==> src/design/nft_pkg.sv <==
// Types and constants shared by the noise floor tracker modules.
// No dependencies.
package nft_pkg;

  localparam int RSSI_W = 8;

  localparam logic [RSSI_W-1:0] RSSI_NONE        = 8'hff;
  localparam logic [RSSI_W-1:0] MIN_VALID_RESET  = 8'h10;
  localparam logic [RSSI_W-1:0] TICKS_PER_RESET  = 8'd30;

  localparam logic CMD_SAMPLE = 1'b0;
  localparam logic CMD_TICK   = 1'b1;

  localparam logic CHAN_A = 1'b0;
  localparam logic CHAN_B = 1'b1;

  localparam logic CFG_MIN_VALID_RSSI   = 1'b0;
  localparam logic CFG_TICKS_PER_UPDATE = 1'b1;

  typedef logic [RSSI_W-1:0] rssi_t;

  typedef struct packed {
    logic  cmd;
    logic  channel;
    rssi_t rssi;
  } nft_item_t;

  typedef struct packed {
    rssi_t floor_a;
    rssi_t floor_b;
    logic  updated;
  } nft_result_t;

endpackage

==> src/design/nft_in_if.sv <==
// Input channel interface of the noise floor tracker: valid, ready and item.
// No dependencies.
interface nft_in_if;
  logic       valid;
  logic       ready;
  logic       cmd;
  logic       channel;
  logic [7:0] rssi;

  modport source (output valid, cmd, channel, rssi, input ready);
  modport sink   (input valid, cmd, channel, rssi, output ready);
endinterface

==> src/design/nft_out_if.sv <==
// Result channel interface of the noise floor tracker: valid, ready and result.
// No dependencies.
interface nft_out_if;
  logic       valid;
  logic       ready;
  logic [7:0] floor_a;
  logic [7:0] floor_b;
  logic       updated;

  modport source (output valid, floor_a, floor_b, updated, input ready);
  modport sink   (input valid, floor_a, floor_b, updated, output ready);
endinterface

==> src/design/nft_in_stage.sv <==
// Input register stage: holds one accepted transaction until it moves on.
// Depends on nft_pkg and nft_in_if.
module nft_in_stage
  import nft_pkg::*;
(
  input  logic       clk,
  input  logic       rst_n,
  nft_in_if.sink     in_if,
  input  logic       take,
  output logic       vld,
  output nft_item_t  item
);

  logic      vld_r;
  logic      vld_nxt;
  nft_item_t item_r;

  assign in_if.ready = !vld_r || take;

  always_comb begin
    vld_nxt = vld_r;
    if (in_if.valid && in_if.ready) begin
      vld_nxt = 1'b1;
    end else if (take) begin
      vld_nxt = 1'b0;
    end
  end

  always_ff @(posedge clk) begin
    if (!rst_n) begin
      vld_r <= 1'b0;
    end else begin
      vld_r <= vld_nxt;
    end
  end

  always_ff @(posedge clk) begin
    if (in_if.valid && in_if.ready) begin
      item_r <= '{cmd: in_if.cmd, channel: in_if.channel, rssi: in_if.rssi};
    end
  end

  assign vld  = vld_r;
  assign item = item_r;

endmodule

==> src/design/nft_tracker.sv <==
// Tracker state (window minimums, estimates, tick counter) and its update logic.
// Depends on nft_pkg.
module nft_tracker
  import nft_pkg::*;
(
  input  logic        clk,
  input  logic        rst_n,
  input  logic        step,
  input  nft_item_t   item,
  input  rssi_t       min_valid_rssi,
  input  rssi_t       ticks_per_update,
  output nft_result_t res
);

  rssi_t tick_count_r, tick_count_nxt;
  logic  started_r, started_nxt;
  rssi_t wmin_a_r, wmin_a_nxt;
  rssi_t wmin_b_r, wmin_b_nxt;
  rssi_t est_a_r, est_a_nxt;
  rssi_t est_b_r, est_b_nxt;
  rssi_t period;
  rssi_t count_inc;
  logic [RSSI_W:0] sum_a;
  logic [RSSI_W:0] sum_b;
  logic  updated;

  assign period    = (ticks_per_update == '0) ? rssi_t'(1) : ticks_per_update;
  assign count_inc = tick_count_r + rssi_t'(1);
  assign sum_a     = {1'b0, est_a_r} + {1'b0, wmin_a_r};
  assign sum_b     = {1'b0, est_b_r} + {1'b0, wmin_b_r};

  always_comb begin
    tick_count_nxt = tick_count_r;
    started_nxt    = started_r;
    wmin_a_nxt     = wmin_a_r;
    wmin_b_nxt     = wmin_b_r;
    est_a_nxt      = est_a_r;
    est_b_nxt      = est_b_r;
    updated        = 1'b0;
    if (item.cmd == CMD_SAMPLE) begin
      if (item.rssi >= min_valid_rssi) begin
        if (item.channel == CHAN_A) begin
          if (item.rssi < wmin_a_r) begin
            wmin_a_nxt = item.rssi;
          end
        end else begin
          if (item.rssi < wmin_b_r) begin
            wmin_b_nxt = item.rssi;
          end
        end
      end
    end else begin
      if (!started_r) begin
        started_nxt    = 1'b1;
        tick_count_nxt = '0;
      end else if (count_inc >= period) begin
        updated        = 1'b1;
        tick_count_nxt = '0;
        wmin_a_nxt     = RSSI_NONE;
        wmin_b_nxt     = RSSI_NONE;
        if (est_a_r == RSSI_NONE || est_b_r == RSSI_NONE) begin
          est_a_nxt = wmin_a_r;
          est_b_nxt = wmin_b_r;
        end else begin
          est_a_nxt = sum_a[RSSI_W:1];
          est_b_nxt = sum_b[RSSI_W:1];
        end
      end else begin
        tick_count_nxt = count_inc;
      end
    end
  end

  always_ff @(posedge clk) begin
    if (!rst_n) begin
      tick_count_r <= '0;
      started_r    <= 1'b0;
      wmin_a_r     <= RSSI_NONE;
      wmin_b_r     <= RSSI_NONE;
      est_a_r      <= RSSI_NONE;
      est_b_r      <= RSSI_NONE;
    end else if (step) begin
      tick_count_r <= tick_count_nxt;
      started_r    <= started_nxt;
      wmin_a_r     <= wmin_a_nxt;
      wmin_b_r     <= wmin_b_nxt;
      est_a_r      <= est_a_nxt;
      est_b_r      <= est_b_nxt;
    end
  end

  assign res = '{floor_a: est_a_nxt, floor_b: est_b_nxt, updated: updated};

endmodule

==> src/design/dual_channel_noise_floor_tracker_core.sv <==
// Dual-channel noise floor tracker, top level: configuration registers and result register.
// An accepted transaction passes the input register, then the result register, to reach
// the output channel; these two set the throughput of one transaction per cycle while the
// output is ready. Reset is synchronous and active low; it restores the registers to 16
// and 30, empties both stages and returns every estimate and window minimum to 255.
// Depends on nft_pkg, nft_in_if, nft_out_if, nft_in_stage and nft_tracker.
module dual_channel_noise_floor_tracker_core
  import nft_pkg::*;
(
  input  logic        clk,
  input  logic        rst_n,
  nft_in_if.sink      in_if,
  nft_out_if.source   out_if,
  input  logic        cfg_we,
  input  logic        cfg_index,
  input  logic [7:0]  cfg_data
);

  rssi_t       min_valid_r;
  rssi_t       ticks_per_r;
  logic        out_vld_r;
  nft_result_t out_res_r;
  logic        out_adv;
  logic        s1_vld;
  nft_item_t   s1_item;
  logic        step;
  nft_result_t res;

  always_ff @(posedge clk) begin
    if (!rst_n) begin
      min_valid_r <= MIN_VALID_RESET;
      ticks_per_r <= TICKS_PER_RESET;
    end else if (cfg_we) begin
      unique case (cfg_index)
        CFG_MIN_VALID_RSSI:   min_valid_r <= cfg_data;
        CFG_TICKS_PER_UPDATE: ticks_per_r <= cfg_data;
        default: ;
      endcase
    end
  end

  assign out_adv = !out_vld_r || out_if.ready;
  assign step    = s1_vld && out_adv;

  nft_in_stage u_in_stage (
    .clk   (clk),
    .rst_n (rst_n),
    .in_if (in_if),
    .take  (out_adv),
    .vld   (s1_vld),
    .item  (s1_item)
  );

  nft_tracker u_tracker (
    .clk              (clk),
    .rst_n            (rst_n),
    .step             (step),
    .item             (s1_item),
    .min_valid_rssi   (min_valid_r),
    .ticks_per_update (ticks_per_r),
    .res              (res)
  );

  always_ff @(posedge clk) begin
    if (!rst_n) begin
      out_vld_r <= 1'b0;
    end else if (out_adv) begin
      out_vld_r <= s1_vld;
    end
  end

  always_ff @(posedge clk) begin
    if (step) begin
      out_res_r <= res;
    end
  end

  assign out_if.valid   = out_vld_r;
  assign out_if.floor_a = out_res_r.floor_a;
  assign out_if.floor_b = out_res_r.floor_b;
  assign out_if.updated = out_res_r.updated;

endmodule

==> src/flat_wrapper.sv <==
// flat-port wrapper written by rule: the top's interface ports become plain ports
module dual_channel_noise_floor_tracker_core_flat import nft_pkg::*;
  (clk, rst_n, cfg_we, cfg_index, cfg_data, in_if_valid, in_if_cmd, in_if_channel, in_if_rssi, in_if_ready, out_if_valid, out_if_floor_a, out_if_floor_b, out_if_updated, out_if_ready);
  nft_in_if in_if_i ();
  nft_out_if out_if_i ();
  input  logic clk;
  input  logic rst_n;
  input  logic cfg_we;
  input  logic cfg_index;
  input  logic [7:0] cfg_data;
  input wire logic [$bits(in_if_i.valid)-1:0] in_if_valid;
  input wire logic [$bits(in_if_i.cmd)-1:0] in_if_cmd;
  input wire logic [$bits(in_if_i.channel)-1:0] in_if_channel;
  input wire logic [$bits(in_if_i.rssi)-1:0] in_if_rssi;
  output wire logic [$bits(in_if_i.ready)-1:0] in_if_ready;
  output wire logic [$bits(out_if_i.valid)-1:0] out_if_valid;
  output wire logic [$bits(out_if_i.floor_a)-1:0] out_if_floor_a;
  output wire logic [$bits(out_if_i.floor_b)-1:0] out_if_floor_b;
  output wire logic [$bits(out_if_i.updated)-1:0] out_if_updated;
  input wire logic [$bits(out_if_i.ready)-1:0] out_if_ready;
  assign in_if_i.valid = in_if_valid;
  assign in_if_i.cmd = in_if_cmd;
  assign in_if_i.channel = in_if_channel;
  assign in_if_i.rssi = in_if_rssi;
  assign in_if_ready = in_if_i.ready;
  assign out_if_valid = out_if_i.valid;
  assign out_if_floor_a = out_if_i.floor_a;
  assign out_if_floor_b = out_if_i.floor_b;
  assign out_if_updated = out_if_i.updated;
  assign out_if_i.ready = out_if_ready;
  dual_channel_noise_floor_tracker_core u_core (.clk(clk), .rst_n(rst_n), .in_if(in_if_i), .out_if(out_if_i), .cfg_we(cfg_we), .cfg_index(cfg_index), .cfg_data(cfg_data));
endmodule
==> config.mk <==
export PLATFORM = sky130hd
export DESIGN_NAME = dual_channel_noise_floor_tracker_core_flat
export DESIGN_NICKNAME = d
export VERILOG_FILES = /design/src/design/nft_pkg.sv /design/src/design/nft_in_if.sv /design/src/design/nft_out_if.sv /design/src/design/nft_in_stage.sv /design/src/design/nft_tracker.sv /design/src/design/dual_channel_noise_floor_tracker_core.sv /design/src/flat_wrapper.sv
export SDC_FILE = /design/constraint.sdc
export NUM_CORES = 1
export LEC_CHECK = 0
export BUFFER_PORTS_ARGS = -buffer_cell sky130_fd_sc_hd__buf_2
export CORE_MARGIN = 4
export CORE_UTILIZATION = 54
export CTS_CLUSTER_SIZE = 10
export DETAILED_ROUTE_END_ITERATION = 12
export GPL_TIMING_DRIVEN = 0
export PLACE_DENSITY = 0.81
export SLEW_MARGIN = 20
export SYNTH_ARGS = -nofsm -noshare
export SYNTH_HDL_FRONTEND = slang
export SYNTH_SLANG_ARGS = --single-unit
==> constraint.sdc <==
create_clock -name clk -period 2.9 [get_ports clk]
set_clock_uncertainty 0.15 [all_clocks]
set_input_delay 0.145 -clock clk [delete_from_list [all_inputs] [get_ports clk]]
set_output_delay 0.145 -clock clk [all_outputs]
set_load 0.05 [all_outputs]
==> flow_metrics.py <==
metrics = {
    "setup_path": {
        "required_ps": 2960,
        "cp-start-kind": "flip-flop",
        "worst-path-max-fanout": 10,
        "worstRegToRegCells": 12,
        "critPathArrivalTime_ps": 2980,
        "cp_common_cell": "and3_4",
        "slowest_stage": "dfxtp_4",
        "cp-end-kind": "flip-flop",
        "r2r_slack_ps": -20,
        "critical_path_class": "flip-flop to flip-flop",
        "path_cells": "and3_4 > and3_4 > nand3_4 > xnor2_2 > ha_1 > nand4_1 > o31a_4 > or3_1 > buf_6 > buf_8 > nand2_2 > o211ai_1",
        "slowest_delay_ps": 380,
    },
    "placement": {
        "gp_congestion": 0.9390,
        "port_buffers": 42,
        "detailed_place_hpwl_um": 8553,
    },
    "drt": {
        "num_vias": 4336,
        "routed_wirelength_um": 12850,
        "avgViaCountPerCell": 5.907,
        "drc": 0,
        "antenna_left": 0,
        "wl_per_cell_um": 17.51,
        "drt_pass1_iterations": 5,
        "drt_iter0_markers": 217,
    },
    "synth": {
        "async_flop_share_pct": 0,
        "ys_warn_count": 0,
        "ys_top_cells_by_area": "dfxtp_1, edfxtp_1, ha_1",
        "ys.flop_type": "dfxtp_1",
        "seq_area_frac_synth_pct": 40.32,
        "syn_area_um2": 4940,
        "synth_edf_count": 27,
        "ys_types": 54,
        "yosysTopAreaCell": "dfxtp_1",
        "avgSynthCellArea_um2": 9.356,
        "synth_seq_cells": 86,
        "synth_top_area_share_pct": 23.91,
        "syn-num-nets": 599,
        "synthCells": 528,
    },
    "die": {
        "initial_utilization_pct": 56.10,
        "rows": 34,
        "core-area_um2": 8806,
        "dieWidth_um": 103.6,
        "dieArea_um2": 10740,
        "ioPinCount": 43,
        "die_y_um": 103.6,
    },
    "timing": {
        "tightest_slew_ps": 724.1,
        "tns_ps": -28.07,
        "max_clock_freq_ghz": 0.3424,
        "fin_crit_sh_pct": 100.7,
        "grt_setup_unrepaired": "yes",
        "relSlewSlack_pct": 51.55,
        "setup_viol": 3,
        "hold_violations": 0,
        "fin_crit_ps": 2921,
        "worst_slack_ps": -20.63,
        "maxSlewViolCount": 0,
    },
    "hold_path": {
        "min_path_type": "input port to flip-flop",
        "min_delay_path_depth": 4,
    },
    "clock_network": {
        "clk_latency_ps": 370,
        "clkTransAtPathRegs_ps": 90,
        "numCtsBuffers": 9,
        "cts_buffer_depth": 2,
        "cts_tree": "yes",
        "root_buffer": "clkbuf_8",
        "clock-sinks": 86,
        "h-tree-depth": 3,
    },
    "cells_and_area": {
        "layout_common_cells": "nand2_1, dfxtp_1, ha_1",
        "drive_gt1_share_pct": 18.85,
        "layout_commonest_cell": "nand2_1",
        "fin_util_pct": 68.23,
        "layout.nets": 692,
        "area_delta_synth_final_pct": 21.63,
        "diodes": 0,
    },
    "power_and_ir_drop": {
        "peakVddDrop_v": 0.0002655,
        "power_density_nw_per_um2": 376.7,
        "leakagePower_nw": 2.699,
    },
    "job": {
        "max_cap_violations": 0,
    },
    "outcome": {
        "violations": "negative setup slack",
        "status": "complete, but fails checks",
    },
    "grt": {
        "grt_pass1_vias": 4207,
        "antenna_found_initial": 0,
        "grt_pass1_wl_um": 20440,
        "grt_max_degree": 23,
        "grt.total_usage_pct": 23.45,
        "overflow": 0,
    },
}
==> power by group <==
group | leakage (nW) | total [mW] | internal [mW] | switching, mW
logic | 1.94 | 0.213 | 0.0968 | 0.117
registers | 0.687 | 1.29 | 1.26 | 0.0251
clock network | 0.0760 | 0.760 | 0.314 | 0.447
==> repair_timing <==
action / 4_1_cts / 5_1_grt
pin swaps: 7 / 10
hold buffers: 20 / 0
resized for setup: 28 / 32
endpoints found under the hold margin: 28 / 0
setup buffers: 13 / 9
setup endpoints to repair: 49 / 50
==> state kept, by name, indices dropped and copies added, names as in the netlist <==
| name | flops |
|---|---|
| u_core.min_valid_r | 8 |
| u_core.out_if.floor_a | 8 |
| u_core.out_if.floor_b | 8 |
| u_core.out_if.updated | 1 |
| u_core.out_if.valid | 1 |
| u_core.ticks_per_r | 8 |
| u_core.u_in_stage.item | 10 |
| u_core.u_in_stage.vld | 1 |
| u_core.u_tracker.est_a_r | 8 |
| u_core.u_tracker.est_b_r | 8 |
| u_core.u_tracker.started_r | 1 |
| u_core.u_tracker.tick_count_r | 8 |
| u_core.u_tracker.wmin_a_r | 8 |
| u_core.u_tracker.wmin_b_r | 8 |
==> synthesized netlist by cell type (7+ instances only) <==
cell type and instances:
o21ai_0 24, mux2i_1 21, o21a_1 7, nand4_1 9, o211ai_1 14, nor2b_1 24
nand3_1 8, dfxtp_1 59, a21oi_1 23, a211oi_1 9, inv_1 32, a21o_1 11
xnor2_1 11, edfxtp_1 27, ha_1 45, nor3b_1 13, and2_1 10, nand2_1 72
clkbuf_1 15, nor2_1 22, a21boi_0 11
==> through the flow <==
stage	worst slack [ps]	power, mW	hold slack [ps]	area [µm²]	std cells
after floorplan	71.99	1.431	93.87	4940	528
after global placement	-343.8	1.486	172.4	5285	678
after detailed placement	-370.5	1.496	173.1	5285	678
after CTS	-34.06	2.259	13.09	5846	726
after global routing	-119.3	2.345	74.17	6008	734
final	-20.63	2.264	24.46	6008	734
==> layout make-up <==
cell class | count | area, µm²
buffer | 20 | 131.4
clock buffer | 11 | 131.4
clock inverter | 5 | 36.28
fill | 632 | 2798
inverter | 33 | 131.4
multi-input combinational | 387 | 2849
sequential | 86 | 1998
tap | 108 | 135.1
timing repair buffer | 84 | 595.6
==> metal layers <==
metal | track usage [%] | share of wire (%) | up-vias
met2 | 41.12 | 50 | 187
met5 | 0 | 0 | -
li1 | - | - | 2074
met1 | 28.63 | 41 | 2049
met3 | 4.602 | 6.3 | 26
met4 | 8.547 | 2.4 | 0
==> path summary, 6_finish.rpt <==
check,end,start
max,u_core.u_tracker.est_a_r[7]$_SDFFE_PN1P_,u_core.u_tracker.tick_count_r[0]$_SDFFE_PN0P_
min,u_core.ticks_per_r[0]$_SDFFE_PN0P_,cfg_we
max reg2reg,u_core.u_tracker.est_a_r[7]$_SDFFE_PN1P_,u_core.u_tracker.tick_count_r[0]$_SDFFE_PN0P_
min reg2reg,u_core.min_valid_r[3]$_SDFFE_PN0P_,u_core.min_valid_r[3]$_SDFFE_PN0P_
==> cell families after synthesis <==
| kind of cell | share of synthesized area [%] |
|---|---|
| compound gates | 17.65 |
| flops | 40.32 |
| simple gates | 17.93 |
| buf+inv | 4.964 |
| xor+xnor | 2.659 |
| mux | 4.255 |
| fa+ha+maj | 12.21 |
==> worst max-delay path, delay by kind of cell, from the launching register on <==
family                   cells  cell delay (ps)
flip-flops                   1              380
adder cells (fa/ha/maj)      1              330
XOR/XNOR                     1              160
buffers and inverters        2              310
AND/OR/NAND/NOR              6             1040
AO/OA/AOI/OAI                2              390
Power figures use the tool's default switching activity.
